$ cat config.mk
export PLATFORM = sky130hd
export DESIGN_NAME = svn_ctrl
export DESIGN_NICKNAME = d
export VERILOG_FILES = /design/src/sv/svn_pkg.sv /design/src/sv/svn_ctrl.sv
export SDC_FILE = /design/constraint.sdc
export NUM_CORES = 1
export LEC_CHECK = 0
export ABC_CLOCK_PERIOD_IN_PS = 3800
export BUFFER_PORTS_ARGS = -buffer_cell sky130_fd_sc_hd__clkbuf_2
export CORE_MARGIN = 2
export CORE_UTILIZATION = 45
export CTS_BUF_LIST = sky130_fd_sc_hd__clkbuf_2
export CTS_CLUSTER_DIAMETER = 30
export DETAILED_ROUTE_END_ITERATION = 8
export GPL_TIMING_DRIVEN = 0
export PLACE_DENSITY_LB_ADDON = 0.08
export SYNTH_ARGS = -nofsm -noshare
export SYNTH_HDL_FRONTEND = slang
export SYNTH_SLANG_ARGS = --single-unit
$ cat constraint.sdc
create_clock -name clk_i -period 3.8 [get_ports clk_i]
set_input_delay 0.76 -clock clk_i [delete_from_list [all_inputs] [get_ports clk_i]]
set_output_delay 0.76 -clock clk_i [all_outputs]
set_load 0.02 [all_outputs]
$ cat src/sv/svn_pkg.sv
// svn_pkg: shared types and constants of the smooth vertex normals unit
// item and result structs, opcodes, controller-to-datapath command and status
// no dependencies
package svn_pkg;

  localparam int unsigned MaxVerticesDef = 1024;
  localparam int unsigned AccumWidthDef  = 24;
  localparam int unsigned IdxW           = 10;
  localparam int unsigned PosW           = 32;
  localparam int unsigned NrmW           = 16;
  localparam int unsigned CountW         = 11;

  typedef enum logic [1:0] {
    OP_LOAD = 2'd0,
    OP_TRI  = 2'd1,
    OP_READ = 2'd2,
    OP_NOP  = 2'd3
  } op_e;

  typedef struct packed {
    op_e                    op;
    logic [IdxW-1:0]        vertex_a;
    logic [IdxW-1:0]        vertex_b;
    logic [IdxW-1:0]        vertex_c;
    logic signed [PosW-1:0] pos_x;
    logic signed [PosW-1:0] pos_y;
    logic signed [PosW-1:0] pos_z;
  } in_t;

  typedef struct packed {
    logic [IdxW-1:0]        read_vertex;
    logic signed [NrmW-1:0] normal_x;
    logic signed [NrmW-1:0] normal_y;
    logic signed [NrmW-1:0] normal_z;
    logic                   zero_normal;
  } out_t;

  typedef enum logic [4:0] {
    CMD_NONE, CMD_CLEAR, CMD_CAPTURE, CMD_LOAD, CMD_POS_RD, CMD_POS_CAP,
    CMD_EDGE, CMD_ESHIFT, CMD_MUL, CMD_MACC, CMD_ACC_RD, CMD_VLOAD,
    CMD_NINIT, CMD_NSTEP, CMD_SQ, CMD_SQACC, CMD_SINIT, CMD_SSTEP,
    CMD_DINIT, CMD_DSTEP, CMD_DEND, CMD_ACC_WR, CMD_SET_ZERO, CMD_OUT
  } cmd_e;

  typedef struct packed {
    cmd_e       op;
    logic [2:0] sel;
  } cmd_t;

  typedef struct packed {
    logic clear_last;
    logic zero;
    logic norm_ok;
    logic tri_ok;
    logic in_range;
  } sts_t;

endpackage

$ cat src/sv/svn_ctrl.sv
// svn_ctrl: sequencing state machine of the smooth vertex normals unit
// issues one datapath command per cycle, counts loop steps
// depends on svn_pkg
module svn_ctrl (
  input  logic          clk_i,
  input  logic          rst_ni,
  input  logic          start,
  input  svn_pkg::op_e  op_i,
  input  svn_pkg::sts_t sts_i,
  output svn_pkg::cmd_t cmd_o,
  output logic          busy
);

  typedef enum logic [24:0] {
    S_IDLE   = 25'h0000001,
    S_CLEAR  = 25'h0000002,
    S_LOAD   = 25'h0000004,
    S_TCHK   = 25'h0000008,
    S_PRD    = 25'h0000010,
    S_PCAP   = 25'h0000020,
    S_EDGE   = 25'h0000040,
    S_ESHIFT = 25'h0000080,
    S_MUL    = 25'h0000100,
    S_MACC   = 25'h0000200,
    S_RCHK   = 25'h0000400,
    S_RARD   = 25'h0000800,
    S_RALD   = 25'h0001000,
    S_NINIT  = 25'h0002000,
    S_NORM   = 25'h0004000,
    S_SQ     = 25'h0008000,
    S_SQACC  = 25'h0010000,
    S_SINIT  = 25'h0020000,
    S_SSTEP  = 25'h0040000,
    S_DINIT  = 25'h0080000,
    S_DSTEP  = 25'h0100000,
    S_DEND   = 25'h0200000,
    S_ARD    = 25'h0400000,
    S_AWR    = 25'h0800000,
    S_OUT    = 25'h1000000
  } state_e;

  state_e     state_q, state_d;
  logic [4:0] cnt_q, cnt_d;
  logic [2:0] k_q, k_d;
  logic       tri_q, tri_d;

  always_ff @(posedge clk_i or negedge rst_ni) begin
    if (!rst_ni) begin
      state_q <= S_CLEAR;
      cnt_q   <= '0;
      k_q     <= '0;
      tri_q   <= 1'b0;
    end else begin
      state_q <= state_d;
      cnt_q   <= cnt_d;
      k_q     <= k_d;
      tri_q   <= tri_d;
    end
  end

  assign busy = (state_q != S_IDLE);

  always_comb begin
    state_d    = state_q;
    cnt_d      = cnt_q;
    k_d        = k_q;
    tri_d      = tri_q;
    cmd_o.op   = svn_pkg::CMD_NONE;
    cmd_o.sel  = 3'd0;
    case (state_q)
      S_IDLE: begin
        cnt_d = 5'd0;
        k_d   = 3'd0;
        if (start) begin
          cmd_o.op = svn_pkg::CMD_CAPTURE;
          case (op_i)
            svn_pkg::OP_LOAD: state_d = S_LOAD;
            svn_pkg::OP_TRI:  begin state_d = S_TCHK; tri_d = 1'b1; end
            svn_pkg::OP_READ: begin state_d = S_RCHK; tri_d = 1'b0; end
            default:          state_d = S_IDLE;
          endcase
        end
      end
      S_CLEAR: begin
        cmd_o.op = svn_pkg::CMD_CLEAR;
        if (sts_i.clear_last) state_d = S_IDLE;
      end
      S_LOAD: begin
        cmd_o.op = svn_pkg::CMD_LOAD;
        state_d  = S_IDLE;
      end
      S_TCHK: begin
        state_d = sts_i.tri_ok ? S_PRD : S_IDLE;
      end
      S_PRD: begin
        cmd_o.op  = svn_pkg::CMD_POS_RD;
        cmd_o.sel = k_q;
        state_d   = S_PCAP;
      end
      S_PCAP: begin
        cmd_o.op  = svn_pkg::CMD_POS_CAP;
        cmd_o.sel = k_q;
        if (k_q == 3'd2) begin
          k_d     = 3'd0;
          state_d = S_EDGE;
        end else begin
          k_d     = k_q + 3'd1;
          state_d = S_PRD;
        end
      end
      S_EDGE: begin
        cmd_o.op = svn_pkg::CMD_EDGE;
        state_d  = S_ESHIFT;
      end
      S_ESHIFT: begin
        cmd_o.op = svn_pkg::CMD_ESHIFT;
        state_d  = S_MUL;
      end
      S_MUL: begin
        cmd_o.op  = svn_pkg::CMD_MUL;
        cmd_o.sel = k_q;
        state_d   = S_MACC;
      end
      S_MACC: begin
        cmd_o.op  = svn_pkg::CMD_MACC;
        cmd_o.sel = k_q;
        if (k_q == 3'd5) begin
          k_d     = 3'd0;
          state_d = S_NINIT;
        end else begin
          k_d     = k_q + 3'd1;
          state_d = S_MUL;
        end
      end
      S_RCHK: begin
        if (sts_i.in_range) begin
          state_d = S_RARD;
        end else begin
          cmd_o.op = svn_pkg::CMD_SET_ZERO;
          state_d  = S_OUT;
        end
      end
      S_RARD: begin
        cmd_o.op  = svn_pkg::CMD_ACC_RD;
        cmd_o.sel = 3'd0;
        state_d   = S_RALD;
      end
      S_RALD: begin
        cmd_o.op = svn_pkg::CMD_VLOAD;
        state_d  = S_NINIT;
      end
      S_NINIT: begin
        cmd_o.op = svn_pkg::CMD_NINIT;
        state_d  = S_NORM;
      end
      S_NORM: begin
        k_d = 3'd0;
        if (sts_i.zero) begin
          state_d = tri_q ? S_ARD : S_OUT;
        end else if (sts_i.norm_ok) begin
          state_d = S_SQ;
        end else begin
          cmd_o.op = svn_pkg::CMD_NSTEP;
        end
      end
      S_SQ: begin
        cmd_o.op  = svn_pkg::CMD_SQ;
        cmd_o.sel = k_q;
        state_d   = S_SQACC;
      end
      S_SQACC: begin
        cmd_o.op = svn_pkg::CMD_SQACC;
        if (k_q == 3'd2) begin
          k_d     = 3'd0;
          state_d = S_SINIT;
        end else begin
          k_d     = k_q + 3'd1;
          state_d = S_SQ;
        end
      end
      S_SINIT: begin
        cmd_o.op = svn_pkg::CMD_SINIT;
        cnt_d    = 5'd0;
        state_d  = S_SSTEP;
      end
      S_SSTEP: begin
        cmd_o.op = svn_pkg::CMD_SSTEP;
        if (cnt_q == 5'd22) begin
          cnt_d   = 5'd0;
          state_d = S_DINIT;
        end else begin
          cnt_d = cnt_q + 5'd1;
        end
      end
      S_DINIT: begin
        cmd_o.op  = svn_pkg::CMD_DINIT;
        cmd_o.sel = k_q;
        cnt_d     = 5'd0;
        state_d   = S_DSTEP;
      end
      S_DSTEP: begin
        cmd_o.op = svn_pkg::CMD_DSTEP;
        if (cnt_q == 5'd14) begin
          cnt_d   = 5'd0;
          state_d = S_DEND;
        end else begin
          cnt_d = cnt_q + 5'd1;
        end
      end
      S_DEND: begin
        cmd_o.op  = svn_pkg::CMD_DEND;
        cmd_o.sel = k_q;
        if (k_q == 3'd2) begin
          k_d     = 3'd0;
          state_d = tri_q ? S_ARD : S_OUT;
        end else begin
          k_d     = k_q + 3'd1;
          state_d = S_DINIT;
        end
      end
      S_ARD: begin
        cmd_o.op  = svn_pkg::CMD_ACC_RD;
        cmd_o.sel = k_q;
        state_d   = S_AWR;
      end
      S_AWR: begin
        cmd_o.op  = svn_pkg::CMD_ACC_WR;
        cmd_o.sel = k_q;
        if (k_q == 3'd2) begin
          k_d     = 3'd0;
          state_d = S_IDLE;
        end else begin
          k_d     = k_q + 3'd1;
          state_d = S_ARD;
        end
      end
      S_OUT: begin
        cmd_o.op = svn_pkg::CMD_OUT;
        state_d  = S_IDLE;
      end
      default: begin
        state_d = S_IDLE;
      end
    endcase
  end

endmodule

* Yosys cells after proc, flatten, opt, wreduce, memory -nomap -nowiden
Cells that the tools add are included.
Cells by class: add/subtract/negate cells 2, eq/ne operators 37, mux-type cells 29, reductions and logical operators 11
Operators with widths (number):
- case mux 25 bit (23 select lines) | 1
- two-way mux 25 bit | 9
- case mux 5 bit (23 select lines) | 1
- case mux 11 bit (3 select lines) | 1
- == test 25 x 1 -> 1 bit, second input constant | 1
- == test 25 x 10 -> 1 bit, second input constant | 1
- == test 25 x 11 -> 1 bit, second input constant | 1
- == test 25 x 12 -> 1 bit, second input constant | 1
- == test 25 x 13 -> 1 bit, second input constant | 1
- == test 25 x 14 -> 1 bit, second input constant | 1
- == test 25 x 15 -> 1 bit, second input constant | 1
- == test 25 x 16 -> 1 bit, second input constant | 1
- == test 25 x 17 -> 1 bit, second input constant | 1
- == test 25 x 18 -> 1 bit, second input constant | 1
- == test 25 x 19 -> 1 bit, second input constant | 1
- == test 25 x 2 -> 1 bit, second input constant | 1
- == test 25 x 20 -> 1 bit, second input constant | 1
- == test 25 x 21 -> 1 bit, second input constant | 1
- == test 25 x 22 -> 1 bit, second input constant | 1
- == test 25 x 23 -> 1 bit, second input constant | 1
- == test 25 x 24 -> 1 bit, second input constant | 1
- == test 25 bit, second input constant | 1
- == test 25 x 3 -> 1 bit, second input constant | 1
- == test 25 x 4 -> 1 bit, second input constant | 1
- other kinds (36) | 47
Storage, ports and cells: register bits 34, input bits 10, output and inout bits 9, word-level logic and storage cells 83

* Depth between registers and ports, before layout
Gate-level depths: netlist of the first run.
depth after elaboration 4, gate-level depth with buffers 10, mapped depth without buffers 7

* Worst setup path after synthesis of the first run
No wires, ideal clock.
kind register to output, start register state_q[1], end output cmd_o[5] (netlist bit), data arrival time 2163 ps, data required time 3040 ps, slack 877 ps, cell stages (with the launch flop) 7, buffers on the path 0, cell sequence dfstp_2 -> nor4_2 -> and4_1 -> nand4_1 -> nor2_1 -> or4_1 -> or4_1
RTL lines:
- from (decl) | RTL line svn_ctrl.sv:42 | state_e state_q, state_d;
- from (signal assigned) | RTL line svn_ctrl.sv:54 | state_q <= state_d;
- to (decl) | RTL line svn_ctrl.sv:10 | output svn_pkg::cmd_t cmd_o,

==> results.md, run 1 <==
* Result of the run: finished, final reports clean
* Vias in the first global route at 1983
* Starting Density at 47.0%
* Worst R2R End: state_q[0]
* Clk sinks at 34
* DR vias at 2214
* Routed wire length at between 6000 and 7000 microns
* Worst Hold Class: in2async
* Mapped Cells at 275
* GP Congestion at 0.878
* Detailed Routing Iterations Pass 1 at 4
* Vias per cell at 5.97
* Die ar. at 5970 sq um
* Num rows at 26
* Most used DFF post-synth: dfrtp_1
* Final Power at ~950 uW
* Async S/R FF share, synth at 100%
* Unrepaired setup endpoints after global routing: true
* Max Cap Viol at 0
* Total congestion overflow at 0
* Post-synth EDFFs at 0
* Clock root buffer: clkbuf_2
* Final instance area at 2720 sq um
* Slowest CP cell: nor4_4
* CP Capture Type: output port
* Syn_area_per_cell at 8.79 sq um
* Layout cells sized above 1 at 18.9%
* Clock Path Buffers at 2
* Growth of design area from synthesis to finish at 12.5%
* Critical-path cell list: nor4_4 -> nand4_1 -> or3_1 -> nor3_4 -> a31o_2 -> or4_1 -> clkbuf_2
* CTS resizes at 0
* Nets at between 300 and 400
* Critical path class: reg2out
* Worst Setup SP: state_q[0]
* Crit path arrival time at approximately 2.9 ns
* CTS tree: yes
* Final hold violation count at 0
* Required time of the critical path at 3.04 ns
* Worst r2r path cells at 8
* Synth top area share at 34.2%
* CP Max Fanout at 5
* Die X at 77.3 microns
* RR Startpoint: state_q[17]
* Synth warnings at 0
* Worst reg-to-reg setup slack at 1.14 ns
* Ratio of final minimum period to clock period at 96.1%
* Commonest cells in the synthesized netlist: dfrtp_1 (33), nor2_1 (33), nand2_1 (23)
* Cell Area, Placed at about 2600 sq um
* LEAKAGE at 1.25 nW
* Post-route minimum period at 3.65 ns
* Max Fclk at between 200 and 300 MHz
* Die height at approximately 77 microns
* DP Wirelength at around 4800 microns
* Clock Latency Late Sink at between 0.3 and 0.4 ns
* Global router's overall resource usage at 22.2%
* Pwr Density at 348 nW/um^2
* Clk_skew at 0.0200 ns
* Seq cells post-synth at 34
* Largest net degree at the start of global routing at 35
* Iter 0 DRT Violations at 216
* Setup bufs post-CTS at 0
* Sequential-to-total area share from yosys stat at 35.2%
* Final-report max-slew violation count at 0
* Final setup TNS at 0 ns
* Remaining antenna violation count at 0
* Initial antenna violation count at 0
* First-pass GRT wire length at 10300 microns
* Worst-path clk slew at 0.18 ns
* Yosys top cell by area: dfrtp_1
* Final Hold Slack at between 0.4 and 0.5 ns
* Core box area at 5140 sq um
* Startpoint Class: flip-flop
* Net Count, Synth at between 200 and 300
* Maximum vdd drop at 0.303 mV
* Netlist cell types at between 50 and 60
* Rel. slew slack at between 30% and 40%
* Ant diodes at 0
* Worst-Margin Slew at slightly above 0.9 ns
* Cell Area, Synth at about 2400 sq um
* H-tree levels at 2
* Slowest stage delay, CP at approximately 0.57 ns
* TritonCTS buffer count at 5
* DRC violations left at 0
* Ranking of synthesized cells by area: dfrtp_1 (34%), nor2_1 (5.1%), ha_1 (3.6%), nand2_1 (3.6%), nor3_1 (2.9%)
* CTS Hold Buffers Added at 0
* WL per Instance at between 15 and 20 microns
* Final setup vio count at 0
* IO buf count at 18
* IO Pins at 19
-- sequential cells by signal (all words and copies together), names as in the netlist --
name and cells:
k_q 3, cnt_q 5, tri_q 1, state_q 25
-- routing by layer --
metal | GRT usage, % | wire length (microns) | vias to the layer above
met5 | 0 | 0 | -
met2 | 32.9 | 2940 | 64
met1 | 33.3 | 3030 | 1073
li1 | - | - | 1071
met4 | 6.07 | 55 | 0
met3 | 3.65 | 332 | 6
-- kinds of logic after synthesis --
logic type | share of synthesized area (%)
AOI/OAI and AO/OA | 10.6
buffers and inverters | 3.26
muxes | 0.466
xor gates and xnor gates | 3.62
adders and majority gates | 3.62
and+or+nand+nor | 43.2
DFF | 35.2
-- worst max path at each step --
stage               cells past startpoint        to  slack [ns]
finish                                  7  cmd_o[5]        0.15
floorplan                               6  cmd_o[5]        0.88
global route                            7  cmd_o[5]       -0.01
detailed placement                      8  cmd_o[6]        0.49
global placement                        7  cmd_o[5]        0.50
CTS                                     8  cmd_o[6]        0.04
-- worst max-delay path: cells and delay by family (launching register included) --
kind / cells / cell delay, ns
AOI/OAI and AO/OA: 1 / 0.18
buffers and inverters: 1 / 0.16
and+or+nand+nor: 5 / 1.71
DFF: 1 / 0.47
-- cells in the final DEF, fill, tap and decap left out, types with 5 or more instances in the layout --
cell type,instances
dfrtp_1,33
nor2_1,32
nand2_1,23
clkbuf_2,23
nor3_1,11
nor2b_1,10
inv_1,9
a21oi_1,9
or3_1,8
nand4_1,7
nand3_1,7
xnor2_1,7
o21ai_0,7
nor4_1,7
ha_1,7
buf_2,6
nand2b_1,6
nand4b_1,6
nor4_4,5
and3_1,5
nor4b_1,5
or4_1,5
-- where the power goes --
group | switching, mW | total, mW | internal [mW]
clock network | 0.121 | 0.160 | 0.0393
logic | 0.244 | 0.383 | 0.139
registers | 0.0225 | 0.402 | 0.379
total | 0.387 | 0.945 | 0.558
-- metrics by stage --
stage          setup slack [ns]  std cells  utilization, %
2_1_floorplan             0.877        275               -
6_report                  0.147        371            52.9
4_1_cts                  0.0403        371            51.2
3_5_place_dp              0.492        363            50.5
3_3_place_gp              0.498        363            50.5
5_1_grt                 -0.0135        371            52.9
-- area by class of cell --
class	instances	area, sq um
fillers	519	2420
inverters	9	33.8
repair buffers	18	90.1
plain buffers	9	45.0
clock inverters	3	11.3
flip-flops and latches	34	852
multi-input cells	223	1580
well taps	70	87.6
clock buffers	5	25.0
(Power assumes the default switching activity.)
==> run 2, diff against run 1 <==
--- a/config.mk
+++ b/config.mk
@@ -13,6 +13,7 @@
 export CTS_CLUSTER_DIAMETER = 30
 export DETAILED_ROUTE_END_ITERATION = 8
 export GPL_TIMING_DRIVEN = 0
+export MAX_ROUTING_LAYER = met4
 export PLACE_DENSITY_LB_ADDON = 0.08
 export SYNTH_ARGS = -nofsm -noshare
 export SYNTH_HDL_FRONTEND = slang
==> run 2 against run 1 <==
Against the previous run:
- maximum frequency increased by 0.34%
- core utilization shrank 0.17 points
- routed wire length down 0.69%
- count of clock-buffer cells in the layout is the same
- clock skew up 0.00091 ns
- design area decreased by 0.32%
- combinational power is essentially flat
- largest cell class unchanged
- largest power group unchanged
==> results.md, run 2 (synthesis gave the netlist of run 1 again) <==
* Biggest regs: state_q: 25 flops, cnt_q: 5 flops, k_q: 3 flops (unchanged)
* CTS Hold Buffers Added at 0 (unchanged)
* Top Layer Used: met4 (unchanged)
* Iter 0 DRT Violations at 246 (was 216)
* Layout cells sized above 1 at 18.6% (was 18.9%)
* Crit path arrival time at 2.88 ns (was 2.89 ns)
* Final hold violation count at 0 (unchanged)
* Nets at 317 (unchanged)
* Clock Latency Late Sink at 0.38 ns (about the same)
* Growth of design area from synthesis to finish at 12.2% (was 12.5%)
* CTS tree: yes (unchanged)
* Clock Path Buffers at 2 (unchanged)
* Detailed Routing Iterations Pass 1 at 4 (unchanged)
* CP Capture Type: output port (unchanged)
* Final setup vio count at 0 (unchanged)
* Maximum vdd drop at 0.303 mV (about the same)
* DR vias at 2189 (was 2214)
* Setup bufs post-CTS at 0 (unchanged)
* Clock root buffer: clkbuf_2 (unchanged)
* Final Hold Slack at 0.469 ns (was 0.477 ns)
* Commonest cells after routing, fill and taps aside: nor2_1 (33), dfrtp_1 (33), nand2_1 (23), clkbuf_2 (23), nor3_1 (11) (was dfrtp_1 (33), nor2_1 (32), nand2_1 (23), clkbuf_2 (23), nor3_1 (11))
* Result of the run: finished, final reports clean (unchanged)
* DR WL met2 at 2900 microns (was 2940 microns)
* Die X at 77.3 microns (unchanged)
* H-tree levels at 2 (unchanged)
* DP Worst Slack at 0.492 ns (unchanged)
* CP Max Fanout at 5 (unchanged)
* Most flops, register: state_q (unchanged)
* Die height at 77.3 microns (unchanged)
* Setup WS post-layout at 0.160 ns (was 0.147 ns)
* Worst Hold Class: in2async (unchanged)
* Pwr Density at 348 nW/um^2 (about the same)
* Num rows at 26 (unchanged)
* IO buf count at 18 (unchanged)
* Unrepaired setup endpoints after global routing: true (unchanged)
* Core box area at 5140 sq um (unchanged)
* Clk sinks at 34 (unchanged)
* Max Fclk at 275 MHz (was 274 MHz)
* Metal-1 WL at 3010 microns (was 3030 microns)
* Final-report max-slew violation count at 0 (unchanged)
* GP Congestion at 0.892 (was 0.878)
* Clk_skew at 0.0209 ns (was 0.0200 ns)
* Met3 routed WL at 360 microns (was 332 microns)
* TritonCTS buffer count at 5 (unchanged)
* Rel. slew slack at 40.2% (was 39.6%)
* DP Wirelength at 4760 microns (unchanged)
* Routed wire length at 6320 microns (was 6370 microns)
* Worst-Margin Slew at 0.897 ns (was 0.906 ns)
* Ant diodes at 0 (unchanged)
* Total congestion overflow at 0 (unchanged)
* IO Pins at 19 (unchanged)
* Initial antenna violation count at 0 (unchanged)
* Vias per cell at 5.90 (was 5.97)
* Ratio of final minimum period to clock period at 95.8% (was 96.1%)
* Post-route minimum period at 3.64 ns (was 3.65 ns)
* First-pass GRT wire length at 10300 microns (about the same)
* Worst-path clk slew at 0.18 ns (about the same)
* Core Util, Final at 52.8% (was 52.9%)
* Largest register FFs at 25 (unchanged)
* Worst reg-to-reg setup slack at 1.10 ns (was 1.14 ns)
* Vias in the first global route at 1986 (was 1983)
* Global router's overall resource usage at 22.7% (was 22.2%)
* Starting Density at 47.0% (unchanged)
* WL per Instance at 17.0 microns (was 17.2 microns)
* LEAKAGE at 1.25 nW (about the same)
* Critical path class: reg2out (unchanged)
* DRC violations left at 0 (unchanged)
* Max Cap Viol at 0 (unchanged)
* Largest net degree at the start of global routing at 35 (unchanged)
* Fillcell total at 517 (was 519)
* Startpoint Class: flip-flop (unchanged)
* Required time of the critical path at 3.04 ns (about the same)
* Remaining antenna violation count at 0 (unchanged)
* Die ar. at 5970 sq um (unchanged)
[run 2: cell counts in the layout (fill, tap and decap cells not counted)]
Identical to the previous run, type by type.
[run 2: where the power goes]
group          switching (mW)  total, mW  leakage, nW  internal [mW]
Clock                   0.121      0.161       0.0255         0.0393
Combinational           0.243      0.382        0.764          0.139
Sequential             0.0223      0.402        0.465          0.379
[run 2: stage by stage]
stage / TNS (ns) / instances / instance area, sq um / total power [mW]
after floorplan: 0 / 275 / 2420 / 0.658
after global placement: 0 / 363 / 2590 / 0.754
after detailed placement: 0 / 363 / 2590 / 0.754
after CTS: 0 / 371 / 2630 / 0.919
after global routing: -0.0315 / 371 / 2710 / 1.02
final: 0 / 371 / 2710 / 0.944
[run 2: per-layer routing]
metal / up-vias / global-route usage, %
li1: 1073 / -
met2: 61 / 33.0
met3: 6 / 3.65
met1: 1049 / 33.0
met5: - / -
met4: 0 / 6.07
[run 2: layout make-up]
cell class	instances	area [sq um]	area share (%)
clock buffer	5	25.0	0.923
inverter	9	33.8	1.25
timing repair buffer	18	90.1	3.32
clock inverter	3	11.3	0.415
multi-input combinational	223	1570	57.8
sequential	34	852	31.4
buffer	9	45.0	1.66
tap	70	87.6	3.23
[run 2: timing repair]
item                                    CTS  global route
gates resized for setup                   0            12
endpoints found under the setup margin    0             8
hold endpoints to repair                  0             0
[run 2: path summary, 6_finish.rpt]
| path | start | end | cells past startpoint |
|---|---|---|---|
| setup reg to reg | state_q[15] | state_q[0] | 7 |
| hold reg to reg | state_q[14] | state_q[16] | 1 |
| setup / recovery | state_q[0] | cmd_o[5] | 7 |
| max in group asynchronous | rst_ni | k_q[0] | 1 |
| min in group clk_i | sts_i[4] | state_q[1] | 2 |
| hold / removal | rst_ni | state_q[5] | 1 |
[run 2: critical path: stages (launching register included)]
cell	delay, ns
dfrtp_1	0.47
nor4_4	0.57
nand4_1	0.27
or3_1	0.48
nor3_4	0.26
a31o_2	0.18
or4_1	0.12
clkbuf_2	0.17
